`config.mk`:
```
export PLATFORM = sky130hd
export DESIGN_NAME = clip_playback_clock_with_crossfade_core
export DESIGN_NICKNAME = d
export VERILOG_FILES = /design/src/rtl/cpc_pkg.sv /design/src/rtl/cpc_ctrl.sv /design/src/rtl/cpc_datapath.sv /design/src/rtl/clip_playback_clock_with_crossfade_core.sv
export SDC_FILE = /design/constraint.sdc
export NUM_CORES = 2
export LEC_CHECK = 0
export BUFFER_PORTS_ARGS = -buffer_cell sky130_fd_sc_hd__clkbuf_2
export CELL_PAD_IN_SITES_DETAIL_PLACEMENT = 1
export CELL_PAD_IN_SITES_GLOBAL_PLACEMENT = 1
export CORE_MARGIN = 2
export CORE_UTILIZATION = 49
export CTS_CLUSTER_SIZE = 25
export DETAILED_ROUTE_END_ITERATION = 7
export PLACE_DENSITY_LB_ADDON = 0.1
export SYNTH_ARGS = -nofsm -noshare
export SYNTH_HDL_FRONTEND = slang
export SYNTH_HIERARCHICAL = 1
export SYNTH_SLANG_ARGS = --single-unit
```
`constraint.sdc`:
```
create_clock -name clk_i -period 14.2 [get_ports clk_i]
set_input_delay 1.42 -clock clk_i [delete_from_list [all_inputs] [get_ports clk_i]]
set_output_delay 1.42 -clock clk_i [all_outputs]
set_load 0.01 [all_outputs]
```
`src/rtl/cpc_pkg.sv`:
```
`timescale 1ns / 1ps
`default_nettype none
// ----------------------------------------------------------------------------
// Clip playback clock package
// Shared item types, command codes and the control and status bundles that
// pass between the controller and the datapath.
// ----------------------------------------------------------------------------
package cpc_pkg;

  // Number of clip identifier bits that carry meaning.
  localparam int ClipIdBits = 16;
  localparam int ClipW      = 16;
  localparam logic [ClipW-1:0] ClipMask =
      (ClipIdBits >= ClipW) ? {ClipW{1'b1}} : ClipW'((64'd1 << ClipIdBits) - 64'd1);

  localparam logic signed [15:0] SpeedReset = 16'sd256;
  localparam logic [16:0]        WeightOne  = 17'h10000;

  // Divider counter start values, one below the step counts: full 32-bit remainder and 16-bit blend fraction.
  localparam logic [4:0] RemSteps  = 5'd31;
  localparam logic [4:0] FracSteps = 5'd15;

  typedef enum logic [3:0] {
    OpTick        = 4'd0,
    OpPlay        = 4'd1,
    OpCrossfade   = 4'd2,
    OpPlayCurrent = 4'd3,
    OpPause       = 4'd4,
    OpResume      = 4'd5,
    OpStop        = 4'd6,
    OpResetTime   = 4'd7,
    OpSetTime     = 4'd8,
    OpSetClip     = 4'd9,
    OpSetLoop     = 4'd10
  } op_e;

  typedef struct packed {
    logic [3:0]        op;
    logic [15:0]       clip_id;
    logic              loop_request;
    logic              restart;
    logic signed [31:0] value;
    logic signed [31:0] clip_duration;
  } in_item_t;

  typedef struct packed {
    logic signed [31:0] time_out;
    logic              playing_out;
    logic              finished_out;
    logic              transitioning_out;
    logic [16:0]       blend_weight;
    logic [15:0]       source_clip_out;
    logic signed [31:0] source_time_out;
    logic              source_loop_out;
    logic [15:0]       clip_out;
    logic              loop_out;
  } out_item_t;

  typedef struct packed {
    logic load_item;
    logic exec_cmd;
    logic mul;
    logic tick_add;
    logic rem_start;
    logic div_step;
    logic rem_apply;
    logic wgt_start;
    logic out_load;
  } cmd_t;

  typedef struct packed {
    logic is_tick;
    logic tick_active;
    logic need_rem;
    logic wgt_direct;
    logic div_last;
  } stat_t;

endpackage
`default_nettype wire

```
`src/rtl/cpc_ctrl.sv`:
```
`timescale 1ns / 1ps
`default_nettype none
// ----------------------------------------------------------------------------
// Clip playback clock controller
// Sequences one item through decode, tick arithmetic, the shared divider
// and the output register.
// ----------------------------------------------------------------------------
module cpc_ctrl
  import cpc_pkg::*;
(
  input  logic  clk_i,
  input  logic  rst_ni,
  input  logic  in_valid_i,
  output logic  in_ready_o,
  output logic  out_valid_o,
  input  logic  out_ready_i,
  input  stat_t stat_i,
  output cmd_t  cmd_o
);

  typedef enum logic [3:0] {
    StIdle,
    StDecode,
    StMul,
    StAdd,
    StRemLoad,
    StRem,
    StRemFix,
    StWgtLoad,
    StWgt,
    StEmit
  } state_e;

  state_e state_q, state_d;
  logic   out_valid_q, out_valid_d;

  always_comb begin
    cmd_o       = '0;
    state_d     = state_q;
    out_valid_d = out_valid_q;
    if (out_valid_q && out_ready_i) begin
      out_valid_d = 1'b0;
    end
    case (state_q)
      StIdle: begin
        if (in_valid_i) begin
          cmd_o.load_item = 1'b1;
          state_d         = StDecode;
        end
      end
      StDecode: begin
        if (stat_i.is_tick) begin
          state_d = stat_i.tick_active ? StMul : StWgtLoad;
        end else begin
          cmd_o.exec_cmd = 1'b1;
          state_d        = StWgtLoad;
        end
      end
      StMul: begin
        cmd_o.mul = 1'b1;
        state_d   = StAdd;
      end
      StAdd: begin
        cmd_o.tick_add = 1'b1;
        state_d        = stat_i.need_rem ? StRemLoad : StWgtLoad;
      end
      StRemLoad: begin
        cmd_o.rem_start = 1'b1;
        state_d         = StRem;
      end
      StRem: begin
        cmd_o.div_step = 1'b1;
        if (stat_i.div_last) begin
          state_d = StRemFix;
        end
      end
      StRemFix: begin
        cmd_o.rem_apply = 1'b1;
        state_d         = StWgtLoad;
      end
      StWgtLoad: begin
        cmd_o.wgt_start = 1'b1;
        state_d         = stat_i.wgt_direct ? StEmit : StWgt;
      end
      StWgt: begin
        cmd_o.div_step = 1'b1;
        if (stat_i.div_last) begin
          state_d = StEmit;
        end
      end
      StEmit: begin
        if (!out_valid_q || out_ready_i) begin
          cmd_o.out_load = 1'b1;
          out_valid_d    = 1'b1;
          state_d        = StIdle;
        end
      end
      default: begin
        state_d = StIdle;
      end
    endcase
  end

  always_ff @(posedge clk_i or negedge rst_ni) begin
    if (!rst_ni) begin
      state_q     <= StIdle;
      out_valid_q <= 1'b0;
    end else begin
      state_q     <= state_d;
      out_valid_q <= out_valid_d;
    end
  end

  assign in_ready_o  = (state_q == StIdle);
  assign out_valid_o = out_valid_q;

endmodule
`default_nettype wire

```
`src/rtl/cpc_datapath.sv`:
```
`timescale 1ns / 1ps
`default_nettype none
// ----------------------------------------------------------------------------
// Clip playback clock datapath
// Playback and crossfade state, the speed multiplier, a shared restoring
// divider for the loop remainder and the blend weight, and the output register.
// ----------------------------------------------------------------------------
module cpc_datapath
  import cpc_pkg::*;
(
  input  logic              clk_i,
  input  logic              rst_ni,
  input  cmd_t              cmd_i,
  output stat_t             stat_o,
  input  in_item_t          in_item_i,
  input  logic              speed_we_i,
  input  logic signed [15:0] speed_i,
  output out_item_t         out_item_o
);

  // Architectural state.
  logic signed [15:0] speed_q, speed_d;
  logic signed [31:0] pos_q, pos_d;
  logic               playing_q, playing_d;
  logic               finished_q, finished_d;
  logic               loop_q, loop_d;
  logic [15:0]        clip_q, clip_d;
  logic [15:0]        src_clip_q, src_clip_d;
  logic signed [31:0] src_pos_q, src_pos_d;
  logic               src_loop_q, src_loop_d;
  logic signed [31:0] blen_q, blen_d;
  logic signed [31:0] belap_q, belap_d;

  // Working registers.
  in_item_t           item_q;
  logic signed [47:0] prod_q;
  logic [31:0]        dvd_q;
  logic [31:0]        rem_q;
  logic [31:0]        div_q;
  logic [15:0]        quo_q;
  logic [4:0]         cnt_q;
  logic               neg_q;
  logic               wfrac_q;
  out_item_t          out_q;

  function automatic logic signed [31:0] sat32(input logic signed [40:0] v);
    logic signed [40:0] hi;
    logic signed [40:0] lo;
    hi = 41'sd2147483647;
    lo = -41'sd2147483648;
    if (v > hi) begin
      return 32'sh7FFFFFFF;
    end else if (v < lo) begin
      return 32'sh80000000;
    end
    return v[31:0];
  endfunction

  logic signed [31:0] delta;
  logic signed [31:0] dur;
  logic [15:0]        clip_in;
  logic               blending;
  logic signed [31:0] elap_pos;
  logic signed [39:0] step;
  logic signed [31:0] pos_t;
  logic signed [31:0] src_t;
  logic signed [31:0] el_t;
  logic signed [31:0] delta_pos;
  logic               clr;

  assign delta    = item_q.value;
  assign dur      = item_q.clip_duration;
  assign clip_in  = item_q.clip_id & ClipMask;
  assign blending = (blen_q > 32'sd0) && (src_clip_q != '0);
  assign elap_pos = belap_q[31] ? 32'sd0 : belap_q;

  // Q24.24 product floored to Q24.16 is simply the upper bits.
  assign step      = prod_q[47:8];
  assign delta_pos = delta[31] ? 32'sd0 : delta;
  assign pos_t     = sat32(41'(pos_q) + 41'(step));
  assign src_t     = sat32(41'(src_pos_q) + 41'(step));
  assign el_t      = sat32(41'(belap_q) + 41'(delta_pos));

  assign stat_o.is_tick     = (item_q.op == OpTick);
  assign stat_o.tick_active = playing_q && (clip_q != '0);
  assign stat_o.need_rem    = loop_q && (dur > 32'sd0);
  assign stat_o.wgt_direct  = !blending || (elap_pos >= blen_q);
  assign stat_o.div_last    = (cnt_q == '0);

  always_comb begin
    speed_d    = speed_q;
    pos_d      = pos_q;
    playing_d  = playing_q;
    finished_d = finished_q;
    loop_d     = loop_q;
    clip_d     = clip_q;
    src_clip_d = src_clip_q;
    src_pos_d  = src_pos_q;
    src_loop_d = src_loop_q;
    blen_d     = blen_q;
    belap_d    = belap_q;
    clr        = 1'b0;

    if (speed_we_i) begin
      speed_d = speed_i;
    end

    if (cmd_i.exec_cmd) begin
      case (item_q.op)
        OpTick: begin
        end
        OpPlay: begin
          clip_d     = clip_in;
          loop_d     = item_q.loop_request;
          playing_d  = 1'b1;
          finished_d = 1'b0;
          clr        = 1'b1;
          if (item_q.restart) begin
            pos_d = '0;
          end
        end
        OpCrossfade: begin
          if ((delta <= 32'sd0) || (clip_q == '0)) begin
            clip_d     = clip_in;
            loop_d     = item_q.loop_request;
            playing_d  = 1'b1;
            finished_d = 1'b0;
            clr        = 1'b1;
            if (item_q.restart) begin
              pos_d = '0;
            end
          end else if ((clip_in == clip_q) && !item_q.restart) begin
            loop_d    = item_q.loop_request;
            playing_d = 1'b1;
          end else begin
            src_clip_d = clip_q;
            src_pos_d  = pos_q;
            src_loop_d = loop_q;
            blen_d     = delta;
            belap_d    = '0;
            clip_d     = clip_in;
            loop_d     = item_q.loop_request;
            playing_d  = 1'b1;
            finished_d = 1'b0;
            if (item_q.restart) begin
              pos_d = '0;
            end
          end
        end
        OpPlayCurrent: begin
          playing_d  = (clip_q != '0);
          finished_d = 1'b0;
          clr        = 1'b1;
          if (item_q.restart) begin
            pos_d = '0;
          end
        end
        OpPause: begin
          playing_d = 1'b0;
        end
        OpResume: begin
          if (clip_q != '0) begin
            playing_d  = 1'b1;
            finished_d = 1'b0;
          end
        end
        OpStop: begin
          playing_d  = 1'b0;
          finished_d = 1'b1;
          pos_d      = '0;
          clr        = 1'b1;
        end
        OpResetTime: begin
          pos_d      = '0;
          finished_d = 1'b0;
        end
        OpSetTime: begin
          pos_d      = delta[31] ? 32'sd0 : delta;
          finished_d = 1'b0;
        end
        OpSetClip: begin
          clip_d     = clip_in;
          finished_d = 1'b0;
          clr        = 1'b1;
        end
        OpSetLoop: begin
          loop_d = item_q.loop_request;
        end
        default: begin
        end
      endcase
    end

    if (cmd_i.tick_add) begin
      pos_d = pos_t;
      if (blending) begin
        src_pos_d = src_t;
        belap_d   = el_t;
        if (el_t >= blen_q) begin
          clr = 1'b1;
        end
      end
      if (dur <= 32'sd0) begin
        if (pos_t < 32'sd0) begin
          pos_d = '0;
        end
      end else if (loop_q) begin
        // The wrap itself is finished by the divider.
        finished_d = 1'b0;
      end else if (!speed_q[15] && (pos_t >= dur)) begin
        pos_d      = dur;
        playing_d  = 1'b0;
        finished_d = 1'b1;
      end else if (speed_q[15] && (pos_t <= 32'sd0)) begin
        pos_d      = '0;
        playing_d  = 1'b0;
        finished_d = 1'b1;
      end
    end

    if (cmd_i.rem_apply) begin
      // Truncating remainder, folded into the range zero to duration.
      if (!neg_q) begin
        pos_d = rem_q;
      end else if (rem_q == '0) begin
        pos_d = '0;
      end else begin
        pos_d = dur - $signed(rem_q);
      end
    end

    if (clr) begin
      src_clip_d = '0;
      src_pos_d  = '0;
      blen_d     = '0;
      belap_d    = '0;
      src_loop_d = 1'b1;
    end
  end

  always_ff @(posedge clk_i or negedge rst_ni) begin
    if (!rst_ni) begin
      speed_q    <= SpeedReset;
      pos_q      <= '0;
      playing_q  <= 1'b0;
      finished_q <= 1'b0;
      loop_q     <= 1'b0;
      clip_q     <= '0;
      src_clip_q <= '0;
      src_pos_q  <= '0;
      src_loop_q <= 1'b1;
      blen_q     <= '0;
      belap_q    <= '0;
    end else begin
      speed_q    <= speed_d;
      pos_q      <= pos_d;
      playing_q  <= playing_d;
      finished_q <= finished_d;
      loop_q     <= loop_d;
      clip_q     <= clip_d;
      src_clip_q <= src_clip_d;
      src_pos_q  <= src_pos_d;
      src_loop_q <= src_loop_d;
      blen_q     <= blen_d;
      belap_q    <= belap_d;
    end
  end

  // Shared restoring divider, one quotient bit per cycle.
  logic [32:0] trial;
  logic [32:0] trial_diff;
  logic        trial_ge;

  assign trial      = {rem_q, dvd_q[31]};
  assign trial_diff = trial - {1'b0, div_q};
  assign trial_ge   = (trial >= {1'b0, div_q});

  always_ff @(posedge clk_i) begin
    if (cmd_i.load_item) begin
      item_q <= in_item_i;
    end
    if (cmd_i.mul) begin
      prod_q <= delta * speed_q;
    end
    if (cmd_i.rem_start) begin
      dvd_q <= pos_q[31] ? (~pos_q + 32'd1) : pos_q;
      neg_q <= pos_q[31];
      rem_q <= '0;
      div_q <= dur;
      cnt_q <= RemSteps;
    end else if (cmd_i.wgt_start) begin
      wfrac_q <= !stat_o.wgt_direct;
      dvd_q   <= '0;
      rem_q   <= elap_pos;
      div_q   <= blen_q;
      cnt_q   <= FracSteps;
    end else if (cmd_i.div_step) begin
      rem_q <= trial_ge ? trial_diff[31:0] : trial[31:0];
      dvd_q <= {dvd_q[30:0], 1'b0};
      quo_q <= {quo_q[14:0], trial_ge};
      cnt_q <= cnt_q - 5'd1;
    end
    if (cmd_i.out_load) begin
      out_q.time_out          <= pos_q;
      out_q.playing_out       <= playing_q;
      out_q.finished_out      <= finished_q;
      out_q.transitioning_out <= blending;
      out_q.blend_weight      <= wfrac_q ? {1'b0, quo_q} : WeightOne;
      out_q.source_clip_out   <= src_clip_q;
      out_q.source_time_out   <= src_pos_q;
      out_q.source_loop_out   <= src_loop_q;
      out_q.clip_out          <= clip_q;
      out_q.loop_out          <= loop_q;
    end
  end

  assign out_item_o = out_q;

endmodule
`default_nettype wire

```
`src/rtl/clip_playback_clock_with_crossfade_core.sv`:
```
`timescale 1ns / 1ps
`default_nettype none
// ----------------------------------------------------------------------------
// Clip playback clock with crossfade
// Keeps an animation clip position, applies one command per item and returns
// one result item with position, flags and crossfade weight.
// ----------------------------------------------------------------------------
// The block takes one item at a time and returns exactly one result item for
// each. A non-tick command passes through decode, the weight load step and
// the emit step before its result enters the output register. When a
// crossfade is in progress the blend weight is also produced by the
// shared restoring divider at one bit per cycle for a 16-bit fraction. A
// tick while playing adds a multiply and an update step, and in loop mode
// with a positive duration the 32-bit remainder on the same divider. The
// next item can be taken in the cycle after its result enters the output
// register, even while that result still waits to be taken. The speed
// register may be written with speed_we_i whenever the block is idle; it
// resets to 256 (normal speed, Q8.8).
module clip_playback_clock_with_crossfade_core
  import cpc_pkg::*;
(
  input  logic              clk_i,
  input  logic              rst_ni,
  input  logic              in_valid_i,
  output logic              in_ready_o,
  input  in_item_t          in_item_i,
  output logic              out_valid_o,
  input  logic              out_ready_i,
  output out_item_t         out_item_o,
  input  logic              speed_we_i,
  input  logic signed [15:0] speed_i
);

  cmd_t  cmd;
  stat_t stat;

  // The controller owns the handshakes and the sequence of steps.
  cpc_ctrl u_ctrl (
    .clk_i       (clk_i),
    .rst_ni      (rst_ni),
    .in_valid_i  (in_valid_i),
    .in_ready_o  (in_ready_o),
    .out_valid_o (out_valid_o),
    .out_ready_i (out_ready_i),
    .stat_i      (stat),
    .cmd_o       (cmd)
  );

  // The datapath holds all playback state and the arithmetic.
  cpc_datapath u_dp (
    .clk_i      (clk_i),
    .rst_ni     (rst_ni),
    .cmd_i      (cmd),
    .stat_o     (stat),
    .in_item_i  (in_item_i),
    .speed_we_i (speed_we_i),
    .speed_i    (speed_i),
    .out_item_o (out_item_o)
  );

`ifndef SYNTHESIS
  // An accepted item keeps the block busy for at least the next cycle.
  a_busy_after_accept: assert property (@(posedge clk_i) disable iff (!rst_ni)
    in_valid_i && in_ready_o |=> !in_ready_o)
    else $error("input taken again right after an item");

  // While fading, the weight stays strictly below one.
  a_weight_fading: assert property (@(posedge clk_i) disable iff (!rst_ni)
    out_valid_o && out_item_o.transitioning_out |->
      out_item_o.blend_weight < WeightOne)
    else $error("blend weight reached one during a crossfade");

  // Without a crossfade the weight is one and no source clip is shown.
  a_weight_idle: assert property (@(posedge clk_i) disable iff (!rst_ni)
    out_valid_o && !out_item_o.transitioning_out |->
      out_item_o.blend_weight == WeightOne && out_item_o.source_clip_out == '0)
    else $error("idle crossfade state is inconsistent");
`endif

endmodule
`default_nettype wire
```
# --- Word-level counts from Yosys, hierarchy flattened ---
# Index checks and enable logic that the tools add are counted.
classes:
  eq_ne: 28
  bitwise: 3
  mul: 1
  n_reduce_logical: 47
  magnitude_cmp: 16
  add_sub_neg: 7
  n_mux: 123
op_table:
  columns: ["op", "count"]
  rows:
  - ["two-way mux 32 bit", 50]
  - ["one-hot mux 32 bit (4 select lines)", 1]
  - ["> comparator 41 x 32 -> 1 bit, second input constant", 3]
  - ["less-than comparator 41 x 32 -> 1 bit, second input constant", 3]
  - ["two-way mux 16 bit", 7]
  - ["greater-or-equal comparator 32 bit", 3]
  - ["<= comparator 32 x 1 -> 1 bit, second input constant", 3]
  - ["adder 32 x 40 -> 41 bit", 2]
  - ["> comparator 32 x 1 -> 1 bit, second input constant", 2]
  - ["subtractor 32 bit", 2]
  - ["two-way mux 31 bit", 2]
  - ["multiplier 32 x 16 -> 48 bit", 1]
  - ["two-way mux 1 bit", 48]
  - ["one-hot mux 4 bit (10 select lines)", 1]
  - ["adder 32 x 32 -> 33 bit", 1]
  - ["greater-or-equal comparator 33 x 32 -> 1 bit", 1]
  - ["adder 32 x 1 -> 32 bit, second input constant", 1]
  - ["equality test 4 x 3 -> 1 bit, second input constant", 8]
  - ["logical NOT 32 bit", 1]
  - ["less-than comparator 32 x 1 -> 1 bit, second input constant", 1]
  - ["NOT 32 bit", 1]
  - ["one-hot mux 16 bit (2 select lines)", 1]
  - ["nonzero test 16 bit", 2]
  - ["equality test 4 bit, second input constant", 5]
  - ["32 further kinds", 75]
totals:
  output_inout_bits: 120
  wordCells: 264
  reg_bits: 556

# --- Logic depth before layout (Yosys ltp) ---
depth:
  word_depth: 13
  mapped_depth: 37

# --- Cells and area by module ---
# The synthesis kept the hierarchy.
modules_own_cells:
  columns: ["module", "cells_per_inst", "n_inst", "area_each_um2", "seq_area_each_um2"]
  rows:
  - ["cpc_datapath", 5581, 1, 52775.6, 15036.9]
  - ["cpc_ctrl", 49, 1, 467.9, 125.1]

# --- Worst setup path before layout ---
# Ideal clock, no wire load.
synth_timing:
  path_kind: "input to register"
  start: "in out_ready_i"
  end: "reg u_dp.out_q (netlist bit u_dp/out_item_o[0]) (enable)"
  required_ps: 13436
  n_path_buf: 0
  path_slack_ps: 3321
  arrival_ps: 10116
  setup_ps: 764
  path_stages: 2
  path_cell_list: "nand2b_1 nor3b_1"
synth_lines:
  columns: ["element", "line_no", "text"]
  rows:
  - ["from (decl)", "clip_playback_clock_with_crossfade_core.sv:28", "input logic out_ready_i,"]
  - ["to (decl)", "cpc_datapath.sv:44", "out_item_t out_q;"]

# --- Worst setup path in the final report ---
layout_timing:
  start: "reg u_dp.pos_q[0]"
  end: "reg u_dp.pos_q[11]"
layout_between:
  elab_chain_len: 13
  elab_cells_between_ends: 19
layout_rtl:
  columns: ["element", "line_no", "text"]
  rows:
  - ["from (decl)", "cpc_datapath.sv:23", "logic signed [31:0] pos_q, pos_d;"]
  - ["from (signal assigned)", "cpc_datapath.sv:256", "pos_q <= pos_d;"]
  - ["adder 32 x 40 -> 41 bit (*)", "cpc_datapath.sv:80", "assign pos_t = sat32(41'(pos_q) + 41'(step));"]
  - ["less-than comparator 41 x 32 -> 1 bit", "cpc_datapath.sv:53", "end else if (v < lo) begin"]
  - ["two-way mux 1 bit", "cpc_datapath.sv:53", null]
  - ["two-way mux 1 bit", "cpc_datapath.sv:51", "if (v > hi) begin"]
  - ["two-way mux 32 bit (*)", "cpc_datapath.sv:56", "return v[31:0];"]
  - ["<= comparator 32 x 1 -> 1 bit", "cpc_datapath.sv:214", "end else if (speed_q[15] && (pos_t <= 32'sd0)) begin"]
  - ["logical AND 1 bit", "cpc_datapath.sv:214", null]
  - ["two-way mux 32 bit", "cpc_datapath.sv:214", null]
  - ["two-way mux 32 bit", "cpc_datapath.sv:210", "end else if (!speed_q[15] && (pos_t >= dur)) begin"]
  - ["two-way mux 32 bit", "cpc_datapath.sv:207", "end else if (loop_q) begin"]
  - ["two-way mux 32 bit (*)", "cpc_datapath.sv:203", "if (dur <= 32'sd0) begin"]
  - ["two-way mux 32 bit (*)", "cpc_datapath.sv:194", "if (cmd_i.tick_add) begin"]
  - ["two-way mux 32 bit (*)", "cpc_datapath.sv:221", "if (cmd_i.rem_apply) begin"]
# Mark *: on every way between the ends. The rest lies on a longest branch, timed or not.
# A chain may end at the register's enable or synchronous reset.

==> impl_metrics.py <==
metrics = {
    "die": {
        "dieHeight_um": 334,
        "boundaryPins": 227,
        "die_w_um": 334,
        "start_util": 0.496,
        "coreArea_mm2": 0.107,
        "die_area_mm2": 0.111,
        "rows": 120,
    },
    "worst_setup_path": {
        "path_max_fanout": 30,
        "path_buf_inv": 0,
        "cpMaxStageDelayCell": "a211o_1",
        "crit_family": "simple AND/OR/NAND/NOR gates",
        "arrival_ns": 9.57,
        "critPathCaptureType": "flip-flop",
        "cp.required_ns": 14.78,
        "crit_chain": "ha_1 > fa_1 > a211oi_1 > o21ai_1 > or3b_1 > a211oi_2 > nor4_2 > o41ai_1 > xor2_1 > or4b_4 > or4_1 > nand2_1 > a21oi_1 > ha_1 > nand4_1 > or2_2 > nor4_1 > a21oi_1 > a211oi_1 > or3b_2 > mux2_2 > a211o_1 > or4b_2 > a21oi_1",
        "crit_path_frequent_cell": "a21oi_1",
        "slowest_delay_ns": 0.96,
        "criticalPathCategory": "flip-flop to flip-flop",
        "cp-start-kind": "flip-flop",
    },
    "grt": {
        "grt_pass1_vias": 47369,
        "antenna_found_initial": 10,
        "use_met3": 0.0723,
        "grt_usage": 0.362,
        "grtUsageMet1": 0.497,
        "grt_max_degree": 80,
        "use_met2": 0.565,
        "gr-total-overflow": 0,
        "busiest_layer": "met2",
        "grt_pass1_wl_mm": 303,
    },
    "flow_run": {
        "max-cap-violations": 0,
    },
    "clock_network": {
        "cts_buffers": 68,
        "clkLatencyLatePin_ns": 0.67,
        "cts_tree": "yes",
        "cts_root_buffer": "clkbuf_16",
        "h-tree-depth": 3,
        "path_clk_slew_ns": 0.06,
        "postCtsHoldBufs": 0,
        "ctsResizeCount": 0,
        "cts.path.max_buffers": 3,
        "cts.sinks": 548,
        "cts_setup_buffers": 0,
    },
    "place": {
        "placed_area_mm2": 0.0558,
        "dp_hpwl_mm": 153,
        "io_buffers": 226,
        "gp_congestion": 0.973,
    },
    "finish": {
        "area_delta_synth_final_pct": 9.17,
        "final_nets": 6696,
        "drive_gt1_frac": 0.0975,
        "layout_common_cells": "inv_1, nand2_1, fa_1",
        "regArea_mm2": 0.0152,
        "fillerInstances": 12160,
        "multi_input_area_mm2": 0.0344,
        "fin_area_mm2": 0.0581,
        "largest_reg_flops": 118,
        "final_common_cell": "inv_1",
    },
    "drt": {
        "wl_mm": 201,
        "vias": 44866,
        "wire_per_inst_um": 27.9,
        "drc": 0,
        "vias_per_cell": 6.24,
        "drtAntennaViolNets": 0,
        "drtIter0Drc": 4055,
        "dr.pass1.iters": 8,
    },
    "logic_synthesis": {
        "synth_edf_count": 326,
        "async_flop_share": 0.338,
        "synth_ff_type": "edfxtp_1",
        "netlist_area_mm2": 0.0532,
        "syn_nets": 6595,
        "ys_ff_latch": 548,
        "avgSynthCellArea_um2": 9.46,
        "synth_cell_types": 104,
        "synthCells": 5630,
        "seq_area_frac_synth": 0.285,
        "yosysWarnings": 6,
    },
    "outcome": {
        "status": "completed",
    },
    "sta": {
        "setup_viol": 0,
        "fin_crit_sh": 0.633,
        "hold_viol": 0,
        "rsz0062_at_grt": "no",
        "maxSlewHeadroom": 0.137,
        "max_clock_freq_mhz": 111,
        "slew_viol_final": 0,
        "fin_crit_ns": 8.99,
        "tns_ns": 0,
        "tightest_slew_ns": 1.30,
        "fin_skew_ns": 0.0411,
        "hold_slack_ns": 0.444,
    },
    "hold_path": {
        "hold_class": "flip-flop to flip-flop",
    },
}
-- per-stage QoR --
stage                     setup WS (ns)   util  instances
final                              5.21  0.541       7193
after global routing               4.67  0.541       7189
after CTS                          5.35  0.541       7188
after detailed placement           5.43  0.520       7064
after global placement             5.65  0.520       7064
after floorplan                    3.32      -       5630
-- area by class of cell --
cell class                      instances  share of cell area
Antenna cell                            5            0.000215
Timing Repair Buffer                  334              0.0336
Multi-Input combinational cell       4095               0.592
Clock buffer                           88              0.0313
Inverter                              684              0.0442
Sequential cell                       548               0.261
Tap cell                             1403              0.0302
Clock inverter                         36             0.00786
-- routing by layer --
| metal | wire length (µm) | part of all wire | up-vias |
|---|---|---|---|
| met5 | 0 | 0 | - |
| met4 | 8940 | 0.045 | 0 |
| met3 | 16600 | 0.083 | 411 |
| met2 | 89700 | 0.45 | 1769 |
| met1 | 85300 | 0.43 | 23094 |
| li1 | - | - | 19592 |
-- synth_stat cells (23+ instances only) --
library cell  instances  share of area
inv_1               682          0.048
nand2_1             563          0.040
fa_1                490           0.18
ha_1                368          0.086
edfxtp_1            326           0.18
a21oi_1             308          0.029
nor2_1              288          0.020
clkbuf_1            273          0.019
and2_1              203          0.024
o21ai_0             195          0.018
dfrtp_1             183          0.086
xnor2_1             145          0.024
a21o_1              133          0.019
nor2b_1              96          0.011
mux2i_1              89          0.017
nand2b_1             86          0.010
xor2_1               85          0.014
nor3_1               66         0.0062
nor4_1               63         0.0074
nand3_1              60         0.0056
nand4_1              58         0.0068
o21a_1               54         0.0076
o22ai_1              50         0.0059
a221oi_1             45         0.0074
o211ai_1             45         0.0063
a22o_1               42         0.0069
a211oi_1             41         0.0058
o31ai_1              39         0.0055
dfxtp_1              37          0.014
mux2_2               37         0.0078
a22oi_1              34         0.0048
a31oi_1              32         0.0038
and3_1               25         0.0029
o21bai_1             25         0.0035
or2_2                23         0.0027
-- path summary, 6_finish.rpt --
kind	slack, ns	cells after the start	endpoint	startpoint
worst max-delay path	5.21	24	u_dp/pos_q[11]	u_dp/pos_q[0]
min in group asynchronous	0.79	1	u_dp/clip_q[0]	rst_ni
worst min-delay path	0.44	0	u_dp/quo_q[15]	u_dp/quo_q[14]
worst max register to register	5.21	24	u_dp/pos_q[11]	u_dp/pos_q[0]
max in group asynchronous	11.15	3	u_dp/pos_q[31]	rst_ni
worst min register to register	0.44	0	u_dp/quo_q[15]	u_dp/quo_q[14]
-- cells by family after synthesis --
family | count (synthesis) | share of synthesized area
simple gates | 1632 | 0.153
compound gates | 1247 | 0.158
buf+inv | 987 | 0.0707
fa+ha+maj | 860 | 0.271
flops | 548 | 0.285
xor+xnor | 230 | 0.0378
mux | 126 | 0.0246
Power is left out: the tool's default activity adds up to more than one toggle a clock period on the data nets, which glitch-free logic cannot reach.
